## config.mk

```make
export PLATFORM = sky130hd
export DESIGN_NAME = utf8_accent_folder_core
export DESIGN_NICKNAME = d
export VERILOG_FILES = /design/src/rtl/core/utf8af_pkg.sv /design/src/rtl/core/utf8af_front.sv /design/src/rtl/core/utf8af_queue.sv /design/src/rtl/core/utf8af_back.sv /design/src/rtl/core/utf8_accent_folder_core.sv
export SDC_FILE = /design/constraint.sdc
export NUM_CORES = 1
export LEC_CHECK = 0
export BUFFER_PORTS_ARGS = -buffer_cell sky130_fd_sc_hd__buf_2
export CAP_MARGIN = 20
export CORE_MARGIN = 1.5
export CORE_UTILIZATION = 55
export DETAILED_ROUTE_END_ITERATION = 12
export PLACE_DENSITY = 0.75
export SLEW_MARGIN = 15
export SYNTH_ARGS = -nofsm -noshare
export SYNTH_HDL_FRONTEND = slang
export SYNTH_SLANG_ARGS = --single-unit
```

## constraint.sdc

```tcl
create_clock -name clk -period 9.05 [get_ports clk]
set_input_delay 2.2625 -clock clk [delete_from_list [all_inputs] [get_ports clk]]
set_output_delay 2.2625 -clock clk [all_outputs]
set_load 0.02 [all_outputs]
```

## src/rtl/core/utf8af_pkg.sv

```systemverilog
// ----------------------------------------------------------------------------
// utf8af_pkg
// types, constants and the folding table of the utf8 accent folder
// ----------------------------------------------------------------------------
package utf8af_pkg;

    localparam logic [7:0] ASCII_MASK  = 8'h80;
    localparam logic [7:0] LEAD2_MASK  = 8'hE0;
    localparam logic [7:0] LEAD2_CODE  = 8'hC0;
    localparam logic [7:0] LEAD3_MASK  = 8'hF0;
    localparam logic [7:0] LEAD3_CODE  = 8'hE0;
    localparam logic [7:0] LEAD4_MASK  = 8'hF8;
    localparam logic [7:0] LEAD4_CODE  = 8'hF0;

    localparam logic [20:0] FOLD_BASE  = 21'h0000C0;
    localparam logic [20:0] FOLD_TOP   = 21'h00017F;
    localparam int          FOLD_SIZE  = 192;
    localparam logic [7:0]  NO_FOLD    = 8'h2E;

    localparam logic [8*FOLD_SIZE-1:0] FOLD_TABLE = {
        "AAAAAA.CEEEEIIII",
        "DNOOOOO.OUUUUY..",
        "aaaaaa.ceeeeiiii",
        "dnooooo.ouuuuy.y",
        "AaAaAaCcCcCcCcDd",
        "DdEeEeEeEeEeGgGg",
        "GgGgHhHhIiIiIiIi",
        "Ii..JjKk.LlLlLlL",
        "lLlNnNnNn...OoOo",
        "Oo..RrRrRrSsSsSs",
        "SsTtTtTtUuUuUuUu",
        "UuUuWwYyYZzZzZz."
    };

    // one decoded group waiting to be sent out
    typedef struct packed {
        logic [3:0][7:0] bytes;
        logic [1:0]      last_idx;
        logic            text_last;
    } grp_t;

    function automatic logic [2:0] length_class(input logic [7:0] b);
        logic [2:0] len;
        if ((b & ASCII_MASK) == 8'h00) begin
            len = 3'd1;
        end
        else if ((b & LEAD2_MASK) == LEAD2_CODE) begin
            len = 3'd2;
        end
        else if ((b & LEAD3_MASK) == LEAD3_CODE) begin
            len = 3'd3;
        end
        else if ((b & LEAD4_MASK) == LEAD4_CODE) begin
            len = 3'd4;
        end
        else begin
            len = 3'd1;
        end
        return len;
    endfunction

    // zero when the entry is not mapped
    function automatic logic [7:0] fold_letter(input logic [7:0] idx);
        logic [7:0] ch;
        ch = 8'h00;
        if (int'(idx) < FOLD_SIZE) begin
            ch = FOLD_TABLE[8*(FOLD_SIZE-1-int'(idx)) +: 8];
        end
        if (ch == NO_FOLD) begin
            ch = 8'h00;
        end
        return ch;
    endfunction

endpackage

```

## src/rtl/core/utf8af_front.sv

```systemverilog
// ----------------------------------------------------------------------------
// utf8af_front
// takes bytes, groups them into code points and folds mapped letters
// ----------------------------------------------------------------------------
module utf8af_front (
    input  logic              clk,
    input  logic              rst_n,
    input  logic              in_valid,
    output logic              in_stall,
    input  logic [7:0]        in_byte,
    input  logic              text_last,
    input  logic              q_full,
    output logic              q_push,
    output utf8af_pkg::grp_t  q_wdata
);
    import utf8af_pkg::*;

    logic [2:0][7:0] held_bytes_reg, held_bytes_next;
    logic [1:0]      held_count_reg, held_count_next;
    logic [2:0]      seq_len_reg, seq_len_next;

    logic [3:0][7:0] seq_bytes;
    logic [2:0]      cnt;
    logic [2:0]      len;
    logic            complete;
    logic            emit;
    logic            accept;
    logic [20:0]     cp;
    logic [7:0]      cp_off;
    logic [7:0]      letter;
    logic            folded;

    assign in_stall = q_full;
    assign accept   = in_valid && !q_full;
    assign cnt      = {1'b0, held_count_reg} + 3'd1;

    always_comb
    begin
        seq_bytes[0] = (held_count_reg == 2'd0) ? in_byte : held_bytes_reg[0];
        seq_bytes[1] = (held_count_reg == 2'd1) ? in_byte :
                       (held_count_reg >  2'd1) ? held_bytes_reg[1] : 8'h00;
        seq_bytes[2] = (held_count_reg == 2'd2) ? in_byte :
                       (held_count_reg >  2'd2) ? held_bytes_reg[2] : 8'h00;
        seq_bytes[3] = (held_count_reg == 2'd3) ? in_byte : 8'h00;
    end

    always_comb
    begin
        if (held_count_reg == 2'd0) begin
            len = length_class(in_byte);
        end
        else if (seq_len_reg < 3'd1 || seq_len_reg > 3'd4) begin
            len = cnt;
        end
        else begin
            len = seq_len_reg;
        end
    end

    assign complete = cnt >= len;
    assign emit     = complete || text_last;

    always_comb
    begin
        unique case (len)
            3'd2:    cp = {10'd0, seq_bytes[0][4:0], seq_bytes[1][5:0]};
            3'd3:    cp = {5'd0, seq_bytes[0][3:0], seq_bytes[1][5:0],
                           seq_bytes[2][5:0]};
            3'd4:    cp = {seq_bytes[0][2:0], seq_bytes[1][5:0],
                           seq_bytes[2][5:0], seq_bytes[3][5:0]};
            default: cp = {13'd0, seq_bytes[0]};
        endcase
    end

    assign cp_off = cp[7:0] - FOLD_BASE[7:0];
    assign letter = fold_letter(cp_off);
    assign folded = complete && (cp >= FOLD_BASE) && (cp <= FOLD_TOP) && (letter != 8'h00);

    always_comb
    begin
        q_push            = accept && emit;
        q_wdata.text_last = text_last;
        if (folded) begin
            q_wdata.bytes    = {24'd0, letter};
            q_wdata.last_idx = 2'd0;
        end
        else begin
            q_wdata.bytes    = seq_bytes;
            q_wdata.last_idx = held_count_reg;
        end
    end

    always_comb
    begin
        held_bytes_next = held_bytes_reg;
        held_count_next = held_count_reg;
        seq_len_next    = seq_len_reg;
        if (accept) begin
            if (emit) begin
                held_bytes_next = '0;
                held_count_next = 2'd0;
                seq_len_next    = 3'd0;
            end
            else begin
                for (int i = 0; i < 3; i++) begin
                    if (2'(i) == held_count_reg) begin
                        held_bytes_next[i] = in_byte;
                    end
                end
                held_count_next = cnt[1:0];
                seq_len_next    = len;
            end
        end
    end

    always_ff @(posedge clk or negedge rst_n)
    begin
        if (!rst_n) begin
            held_bytes_reg <= '0;
            held_count_reg <= 2'd0;
            seq_len_reg    <= 3'd0;
        end
        else begin
            held_bytes_reg <= held_bytes_next;
            held_count_reg <= held_count_next;
            seq_len_reg    <= seq_len_next;
        end
    end

endmodule

```

## src/rtl/core/utf8af_queue.sv

```systemverilog
// ----------------------------------------------------------------------------
// utf8af_queue
// small first-in first-out buffer of decoded groups
// ----------------------------------------------------------------------------
module utf8af_queue #(
    parameter int DEPTH = 4
) (
    input  logic              clk,
    input  logic              rst_n,
    input  logic              push,
    input  utf8af_pkg::grp_t  wdata,
    output logic              full,
    input  logic              pop,
    output utf8af_pkg::grp_t  rdata,
    output logic              not_empty
);
    import utf8af_pkg::*;

    localparam int PTR_W = $clog2(DEPTH);
    localparam int CNT_W = $clog2(DEPTH + 1);

    grp_t             mem [DEPTH];
    logic [PTR_W-1:0] wr_ptr_reg, wr_ptr_next;
    logic [PTR_W-1:0] rd_ptr_reg, rd_ptr_next;
    logic [CNT_W-1:0] count_reg, count_next;
    logic             do_push;
    logic             do_pop;

    assign full      = count_reg == CNT_W'(DEPTH);
    assign not_empty = count_reg != '0;
    assign do_push   = push && !full;
    assign do_pop    = pop && not_empty;
    assign rdata     = mem[rd_ptr_reg];

    always_comb
    begin
        wr_ptr_next = wr_ptr_reg;
        rd_ptr_next = rd_ptr_reg;
        count_next  = count_reg;
        if (do_push) begin
            wr_ptr_next = (wr_ptr_reg == PTR_W'(DEPTH - 1)) ? '0 : wr_ptr_reg + 1'b1;
        end
        if (do_pop) begin
            rd_ptr_next = (rd_ptr_reg == PTR_W'(DEPTH - 1)) ? '0 : rd_ptr_reg + 1'b1;
        end
        if (do_push && !do_pop) begin
            count_next = count_reg + 1'b1;
        end
        else if (do_pop && !do_push) begin
            count_next = count_reg - 1'b1;
        end
    end

    always_ff @(posedge clk)
    begin
        if (do_push) begin
            mem[wr_ptr_reg] <= wdata;
        end
    end

    always_ff @(posedge clk or negedge rst_n)
    begin
        if (!rst_n) begin
            wr_ptr_reg <= '0;
            rd_ptr_reg <= '0;
            count_reg  <= '0;
        end
        else begin
            wr_ptr_reg <= wr_ptr_next;
            rd_ptr_reg <= rd_ptr_next;
            count_reg  <= count_next;
        end
    end

endmodule

```

## src/rtl/core/utf8af_back.sv

```systemverilog
// ----------------------------------------------------------------------------
// utf8af_back
// sends each queued group out one byte per transfer
// ----------------------------------------------------------------------------
module utf8af_back (
    input  logic              clk,
    input  logic              rst_n,
    input  utf8af_pkg::grp_t  head,
    input  logic              head_valid,
    output logic              pop,
    output logic              out_valid,
    input  logic              out_stall,
    output logic [7:0]        out_byte,
    output logic              run_last,
    output logic              text_end
);
    import utf8af_pkg::*;

    logic       out_valid_reg, out_valid_next;
    logic [7:0] out_byte_reg, out_byte_next;
    logic       run_last_reg, run_last_next;
    logic       text_end_reg, text_end_next;
    logic [1:0] pos_reg, pos_next;
    logic       load;
    logic       take;
    logic       at_end;

    assign load   = !out_valid_reg || !out_stall;
    assign take   = head_valid && load;
    assign at_end = pos_reg == head.last_idx;
    assign pop    = take && at_end;

    always_comb
    begin
        out_valid_next = out_valid_reg;
        out_byte_next  = out_byte_reg;
        run_last_next  = run_last_reg;
        text_end_next  = text_end_reg;
        pos_next       = pos_reg;
        if (load) begin
            out_valid_next = head_valid;
        end
        if (take) begin
            out_byte_next = head.bytes[pos_reg];
            run_last_next = at_end;
            text_end_next = at_end && head.text_last;
            pos_next      = at_end ? 2'd0 : pos_reg + 2'd1;
        end
    end

    always_ff @(posedge clk or negedge rst_n)
    begin
        if (!rst_n) begin
            out_valid_reg <= 1'b0;
            pos_reg       <= 2'd0;
        end
        else begin
            out_valid_reg <= out_valid_next;
            pos_reg       <= pos_next;
        end
    end

    always_ff @(posedge clk)
    begin
        out_byte_reg <= out_byte_next;
        run_last_reg <= run_last_next;
        text_end_reg <= text_end_next;
    end

    assign out_valid = out_valid_reg;
    assign out_byte  = out_byte_reg;
    assign run_last  = run_last_reg;
    assign text_end  = text_end_reg;

endmodule

```

## src/rtl/core/utf8_accent_folder_core.sv

```systemverilog
// path: a finished group is queued, then its first byte is registered at the output
// throughput: one input byte per cycle, one output byte per cycle, when not stalled
// up to four bytes a group, drained a byte a cycle unless stalled; queue absorbs bursts
// reset: asynchronous, clears held sequence, queue pointers and output valid
// ----------------------------------------------------------------------------
// utf8_accent_folder_core
// utf8 stream folder: accented latin letters become plain ascii letters
// ----------------------------------------------------------------------------
module utf8_accent_folder_core #(
    parameter int QUEUE_DEPTH = 4
) (
    input  logic       clk,
    input  logic       rst_n,
    input  logic       in_valid,
    output logic       in_stall,
    input  logic [7:0] in_byte,
    input  logic       text_last,
    output logic       out_valid,
    input  logic       out_stall,
    output logic [7:0] out_byte,
    output logic       run_last,
    output logic       text_end
);
    import utf8af_pkg::*;

    grp_t q_wdata;
    grp_t q_rdata;
    logic q_push;
    logic q_full;
    logic q_pop;
    logic q_not_empty;

    utf8af_front u_front (
        .clk       (clk),
        .rst_n     (rst_n),
        .in_valid  (in_valid),
        .in_stall  (in_stall),
        .in_byte   (in_byte),
        .text_last (text_last),
        .q_full    (q_full),
        .q_push    (q_push),
        .q_wdata   (q_wdata)
    );

    utf8af_queue #(
        .DEPTH (QUEUE_DEPTH)
    ) u_queue (
        .clk       (clk),
        .rst_n     (rst_n),
        .push      (q_push),
        .wdata     (q_wdata),
        .full      (q_full),
        .pop       (q_pop),
        .rdata     (q_rdata),
        .not_empty (q_not_empty)
    );

    utf8af_back u_back (
        .clk        (clk),
        .rst_n      (rst_n),
        .head       (q_rdata),
        .head_valid (q_not_empty),
        .pop        (q_pop),
        .out_valid  (out_valid),
        .out_stall  (out_stall),
        .out_byte   (out_byte),
        .run_last   (run_last),
        .text_end   (text_end)
    );

endmodule

```

==> key figures, run 1 <==
Routing
  • Vias per inst: 6.84
  • Via count: 6393
  • Remaining DRCs: 0
  • Pre-antenna DRT Iters: 7
  • Routed len/inst: 24.9 um
  • ANT nets after route: 0
  • Total Routed Length: 23300 um
  • 1st-iter DRT viols: 603

Setup path
  • Register-to-Register Path Depth: 13
  • Critical Path Source: in_byte[6]
  • Worst r2r src: u_front.held_count_reg[0]
  • FF-to-FF setup slack: 3310 ps
  • Critical Path Source Type: primary input
  • Crit Path Max Fanout: 19
  • Reg-to-reg endpoint: u_queue.mem[2][8]
  • Crit path capture: u_queue.count_reg[1]
  • Setup crit end kind: flip-flop
  • Critical path type: primary input to flip-flop
  • CP arrival: 6750 ps
  • Critical Path RT: 9380 ps

Floorplan
  • I/O Pins: 25
  • Core area: 17200 um^2
  • Site Rows: 48
  • Starting Density: 56.1%
  • Die width: 136 um
  • Die height: 136 um
  • Die area: 18400 um^2

Placement
  • Routability cong.: 0.993
  • I/O Buffers: 24
  • Final HPWL DP: 15600 um

Job
  • Total of max-cap violations: 0

Timing
  • Final max-slew violation count: 0
  • RSZ-0062 raised after global routing: false
  • Highest attainable clock frequency: 0.156 GHz
  • Rel. slew slack: 35.6%
  • Worst-case clock skew: 15.0 ps
  • Min cycle time layout: 6420 ps
  • Final Cycle Share: 70.9%
  • Final hold violations: 0
  • Finish-stage setup viols: 0
  • Setup tns final: 0 ps
  • Worst-Margin Slew: 963 ps

Global routing
  • Largest net degree at the start of global routing: 40
  • First-pass GRT wire length: 37200 um
  • Initial antenna violation count: 0
  • Total GRT Usage: 27.3%
  • Number of global-route vias before repair: 6364
  • Global route total overflow: 0

Hold path
  • Hold depth: 1
  • Worst hold path class: flip-flop to flip-flop

Clock network
  • CTS Sinks: 189
  • Clk_lat worst skew: 440 ps
  • CTS root buf: clkbuf_16
  • Hold_buf cts: 0
  • H-tree depth: 4
  • Setup bufs post-CTS: 0
  • CTS buffer count: 17
  • Post_cts resized: 0
  • Max Root-Sink Buffers: 2
  • Clock transition at path regs: 80 ps
  • CTS tree: built

Power
  • P_leak: 3.71 nW
  • Maximum vdd drop: 0.183 mV
  • Total Power: 3.72 mW
  • Pwr dens: 356 nW/um^2

Finish
  • Max FFs per register: 140
  • Filler cells: 1308
  • Nets@finish: 725
  • Antenna cells: 0
  • Area Growth Syn to Fin: 8.20%
  • Share of cells above drive strength 1: 21.4%

Synth
  • Cell count after synthesis: 697
  • Ys Warns: 0
  • Post-Syn Nets: 725
  • Synth Cell Area: 9660 um^2
  • Post-synth EDFFs: 150
  • Synth Area per Inst: 13.9 um^2
  • Yosys cell types: 91
  • Sequential share of the synthesized area: 56.7%
  • Top_reg_cell synth: edfxtp_1
  • Synth Register Bits: 189
  • FFs w/ async S/R, synth: 20.6%

Run status
  • Status: finished clean
-- per-stage QoR --
stage / cells / util (%) / instance area (um^2) / hold slack, ps / worst slack (ps)
after floorplan: 697 / - / 9660 / 448 / 3560
after global placement: 903 / 57.3 / 9870 / 471 / 2330
after detailed placement: 903 / 57.3 / 9870 / 475 / 2270
after CTS: 935 / 60.7 / 10500 / 497 / 2730
after global routing: 935 / 60.7 / 10500 / 520 / 2380
final: 935 / 60.7 / 10500 / 495 / 2630
-- worst min path at each step --
stage                                    start                          to
global route        u_front.held_bytes_reg[21]  u_front.held_bytes_reg[21]
floorplan            u_front.held_bytes_reg[3]   u_front.held_bytes_reg[3]
CTS                  u_front.held_bytes_reg[5]   u_front.held_bytes_reg[5]
global placement          u_queue.count_reg[2]        u_queue.count_reg[2]
finish               u_front.held_bytes_reg[5]   u_front.held_bytes_reg[5]
detailed placement   u_front.held_bytes_reg[3]   u_front.held_bytes_reg[3]
-- routing by layer --
metal	routed length [um]	GRT usage, %
met2	11300	43.2
met1	9850	38.3
met3	1590	5.13
met4	601	9.32
met5	0	0
-- final cells by class --
cell class / count / area [um^2] / share of cell area, %
timing repair buffer: 32 / 180 / 1.72
clock buffer: 18 / 429 / 4.10
sequential: 189 / 5480 / 52.4
clock inverter: 14 / 154 / 1.47
inverter: 14 / 55.1 / 0.527
tap: 225 / 282 / 2.69
multi-input combinational: 443 / 3870 / 37.1
-- synth_stat cells (all sizes together), types with 9 or more instances --
library cell / number / share of area, %
edfxtp: 150 / 47
nand2: 45 / 1.7
nor2: 45 / 1.8
mux4: 43 / 10
dfrtp: 39 / 10
clkbuf: 27 / 1.1
buf: 24 / 1.5
o21ai: 22 / 1.1
nor3: 21 / 1.2
a22oi: 19 / 1.5
a21oi: 17 / 1.2
a22o: 16 / 1.4
ha: 14 / 1.8
inv: 14 / 0.57
mux2: 13 / 1.6
a211oi: 12 / 1.2
mux2i: 12 / 1.2
a21o: 10 / 0.93
a31oi: 10 / 0.71
o211ai: 10 / 0.78
nand2b: 9 / 0.58
nand3: 9 / 0.47
nor2b: 9 / 0.58
o31ai: 9 / 0.70
-- worst max-delay path, cell delays in order --
cell and delay [ps]:
buf_2 170, nand3_1 180, a21oi_1 300, or3_1 700, inv_4 210, ha_1 320, nand2b_1 140, a21o_1 170
a21oi_1 370, nand2b_1 520, and2_0 390, ha_1 250, inv_1 80, fa_1 400, mux2_2 260
-- cells by family after synthesis --
family,share of synthesized area (%)
DFF,56.7
and+or+nand+nor,9.32
AOI/OAI and AO/OA,15.0
muxes,12.9
buffers and inverters,3.20
adders and majority gates,2.24
xor gates and xnor gates,0.634
-- cell usage in the layout, fill, tap and decap left out, drive strengths merged, types with 5 or more instances in the layout --
cell type and instances:
mux4 43, clkinv 7, o211ai 10, a31oi 10
nor2b 9, nand3 9, a21oi 17, edfxtp 150
buf 32, ha 14, clkbuf 18, a22oi 19
o31ai 9, nor4 7, nor3 21, nand2b 9
dfrtp 39, a221oi 5, a21o 10, mux2 13
mux2i 12, o21ai 22, nand2 45, and2 7
inv 19, nor2 45, a211oi 12, a22o 16
and3 5, and3b 7
-- report_power, final --
group / leakage [nW] / switching, mW / internal (mW)
logic: 1.50 / 1.03 / 0.636
clock network: 0.284 / 0.338 / 0.390
registers: 1.93 / 0.0976 / 1.23
total: 3.71 / 1.47 / 2.26
Power figures use the tool's default switching activity.
==> run 2: changes to the inputs <==
Clock period 9.05 ns to 6.1 ns, I/O delays scaled along.
==> run 2 against run 1 <==
Compared with the run above: non-clock buffer count grew 14; design area grew 1.1%; via count grew 0.97%; final cell count grew 1.5%; hold slack gained 4.0 ps; setup slack lost 1900 ps; flip-flop and latch count is the same.
==> key figures, run 2 (synthesis results as in run 1) <==
Run status
  • Status: finished clean

Timing
  • Worst-case clock skew: 11.3 ps
  • Final Cycle Share: 88.5%
  • Setup tns final: 0 ps
  • Rel. slew slack: 31.6%
  • Worst setup margin: 704 ps
  • Highest attainable clock frequency: 0.185 GHz
  • Worst-Margin Slew: 1020 ps
  • Min cycle time layout: 5400 ps
  • Finish-stage setup viols: 0
  • Final max-slew violation count: 0
  • Final hold violations: 0
  • RSZ-0062 raised after global routing: false

Floorplan
  • Die area: 18400 um^2
  • I/O Pins: 25
  • Site Rows: 48
  • Die height: 136 um
  • Starting Density: 56.1%
  • Die width: 136 um
  • Core area: 17200 um^2

Clock network
  • Post_cts resized: 0
  • Clock transition at path regs: 70 ps
  • Hold_buf cts: 0
  • CTS Sinks: 189
  • Clk_lat worst skew: 430 ps
  • CTS tree: built
  • Max Root-Sink Buffers: 2
  • Setup bufs post-CTS: 0
  • H-tree depth: 4
  • CTS buffer count: 17
  • CTS root buf: clkbuf_16

Global routing
  • Number of global-route vias before repair: 6360
  • Total GRT Usage: 27.3%
  • Largest net degree at the start of global routing: 40
  • First-pass GRT wire length: 37300 um
  • Global route total overflow: 0
  • Initial antenna violation count: 0

Finish
  • Nets@finish: 739
  • Filler cells: 1234
  • Share of cells above drive strength 1: 23.1%
  • Antenna cells: 0
  • Area Growth Syn to Fin: 9.41%
  • Max FFs per register: 140
  • Sequential Area: 5480 um^2
  • Multi-input gate area: 3870 um^2
  • Finished Layout Cells: 949
  • Design Area, Final: 10600 um^2
  • Most frequent cells in the layout: edfxtp_1, nand2_1, mux4_2, nor2_1, dfrtp_1
  • Layout Utilization: 61.3%
  • Most common cell after layout, fill and taps aside: edfxtp_1

Setup path
  • CP arrival: 5570 ps
  • Setup crit end kind: flip-flop
  • FF-to-FF setup slack: 780 ps
  • Crit Path Max Fanout: 34
  • Critical path type: primary input to flip-flop
  • Critical Path Source Type: primary input
  • Critical Path RT: 6280 ps

Routing
  • Routed len/inst: 24.9 um
  • ANT nets after route: 0
  • Pre-antenna DRT Iters: 7
  • Total Routed Length: 23600 um
  • Remaining DRCs: 0
  • Via count: 6455
  • Vias per inst: 6.80
  • 1st-iter DRT viols: 735

Power
  • Pwr dens: 529 nW/um^2
  • P_leak: 3.79 nW
  • Clk pwr share: 19.7%
  • Switching Fraction: 39.3%
  • P_sw: 2.20 mW
  • Internal power: 3.40 mW
  • Comb power frac: 45.0%
  • Reg power frac: 35.3%
  • Maximum vdd drop: 0.283 mV

Placement
  • Final HPWL DP: 15600 um
  • Placed cell area: 9980 um^2
  • Routability cong.: 0.980
  • I/O Buffers: 24
  • Placed Cells incl. Taps: 917
  • Worst slack, placed: 373 ps

Hold path
  • Worst hold path class: flip-flop to flip-flop

Job
  • Total of max-cap violations: 0
run 2: changes by cell type in the layout (fill, tap and decap cells not counted), sizes merged:
cell / delta
clkinv: -2
buf: +14
clkbuf: -1
inv: +3
run 2: critical path: stages:
cell,delay (ps)
buf_2,180
nand3_1,170
a21oi_1,330
or3_1,490
inv_4,190
ha_1,310
nand2b_1,90
a21o_1,110
a21oi_1,130
a221oi_1,310
o221a_2,280
o211ai_1,120
a211oi_1,420
a21o_4,430
mux2i_1,470
run 2: power groups by stage:
stage	clock network (mW)	logic, mW	registers, mW
floorplan	0	1.85	1.98
global placement	0	2.48	1.97
detailed placement	0	2.48	2.00
CTS	1.11	2.50	1.98
global route	1.17	2.71	2.01
finish	1.10	2.52	1.98
run 2: area by class of cell:
class / instances / area share, %
Multi-Input combinational cell: 443 / 36.6
Clock buffer: 17 / 4.02
Sequential cell: 189 / 51.8
Timing Repair Buffer: 46 / 2.70
Inverter: 14 / 0.521
Tap cell: 225 / 2.66
Clock inverter: 15 / 1.61
run 2: path summary, 6_finish.rpt:
path                                                start                    end  cells past startpoint
worst max register to register  u_front.held_count_reg[0]      u_queue.mem[3][8]                     16
worst min register to register           u_back.out_valid       u_back.out_valid                      2
worst min-delay path                     u_back.out_valid       u_back.out_valid                      2
max in group asynchronous                           rst_n  u_queue.rd_ptr_reg[0]                      1
worst max-delay path                           in_byte[7]      u_queue.mem[3][8]                     15
min in group asynchronous                           rst_n   u_queue.count_reg[1]                      1
run 2: layer usage:
| metal | track usage [%] | vias to the layer above | wire, um |
|---|---|---|---|
| li1 | - | 2817 | - |
| met1 | 38.7 | 3275 | 10000 |
| met2 | 43.7 | 323 | 11400 |
| met3 | 5.39 | 40 | 1720 |
| met4 | 7.17 | 0 | 440 |
| met5 | 0 | - | 0 |
run 2: stage by stage:
stage               power [mW]  hold slack, ps
global placement          4.46             471
global route              5.89             516
detailed placement        4.48             482
floorplan                 3.83             448
CTS                       5.59             501
finish                    5.59             499
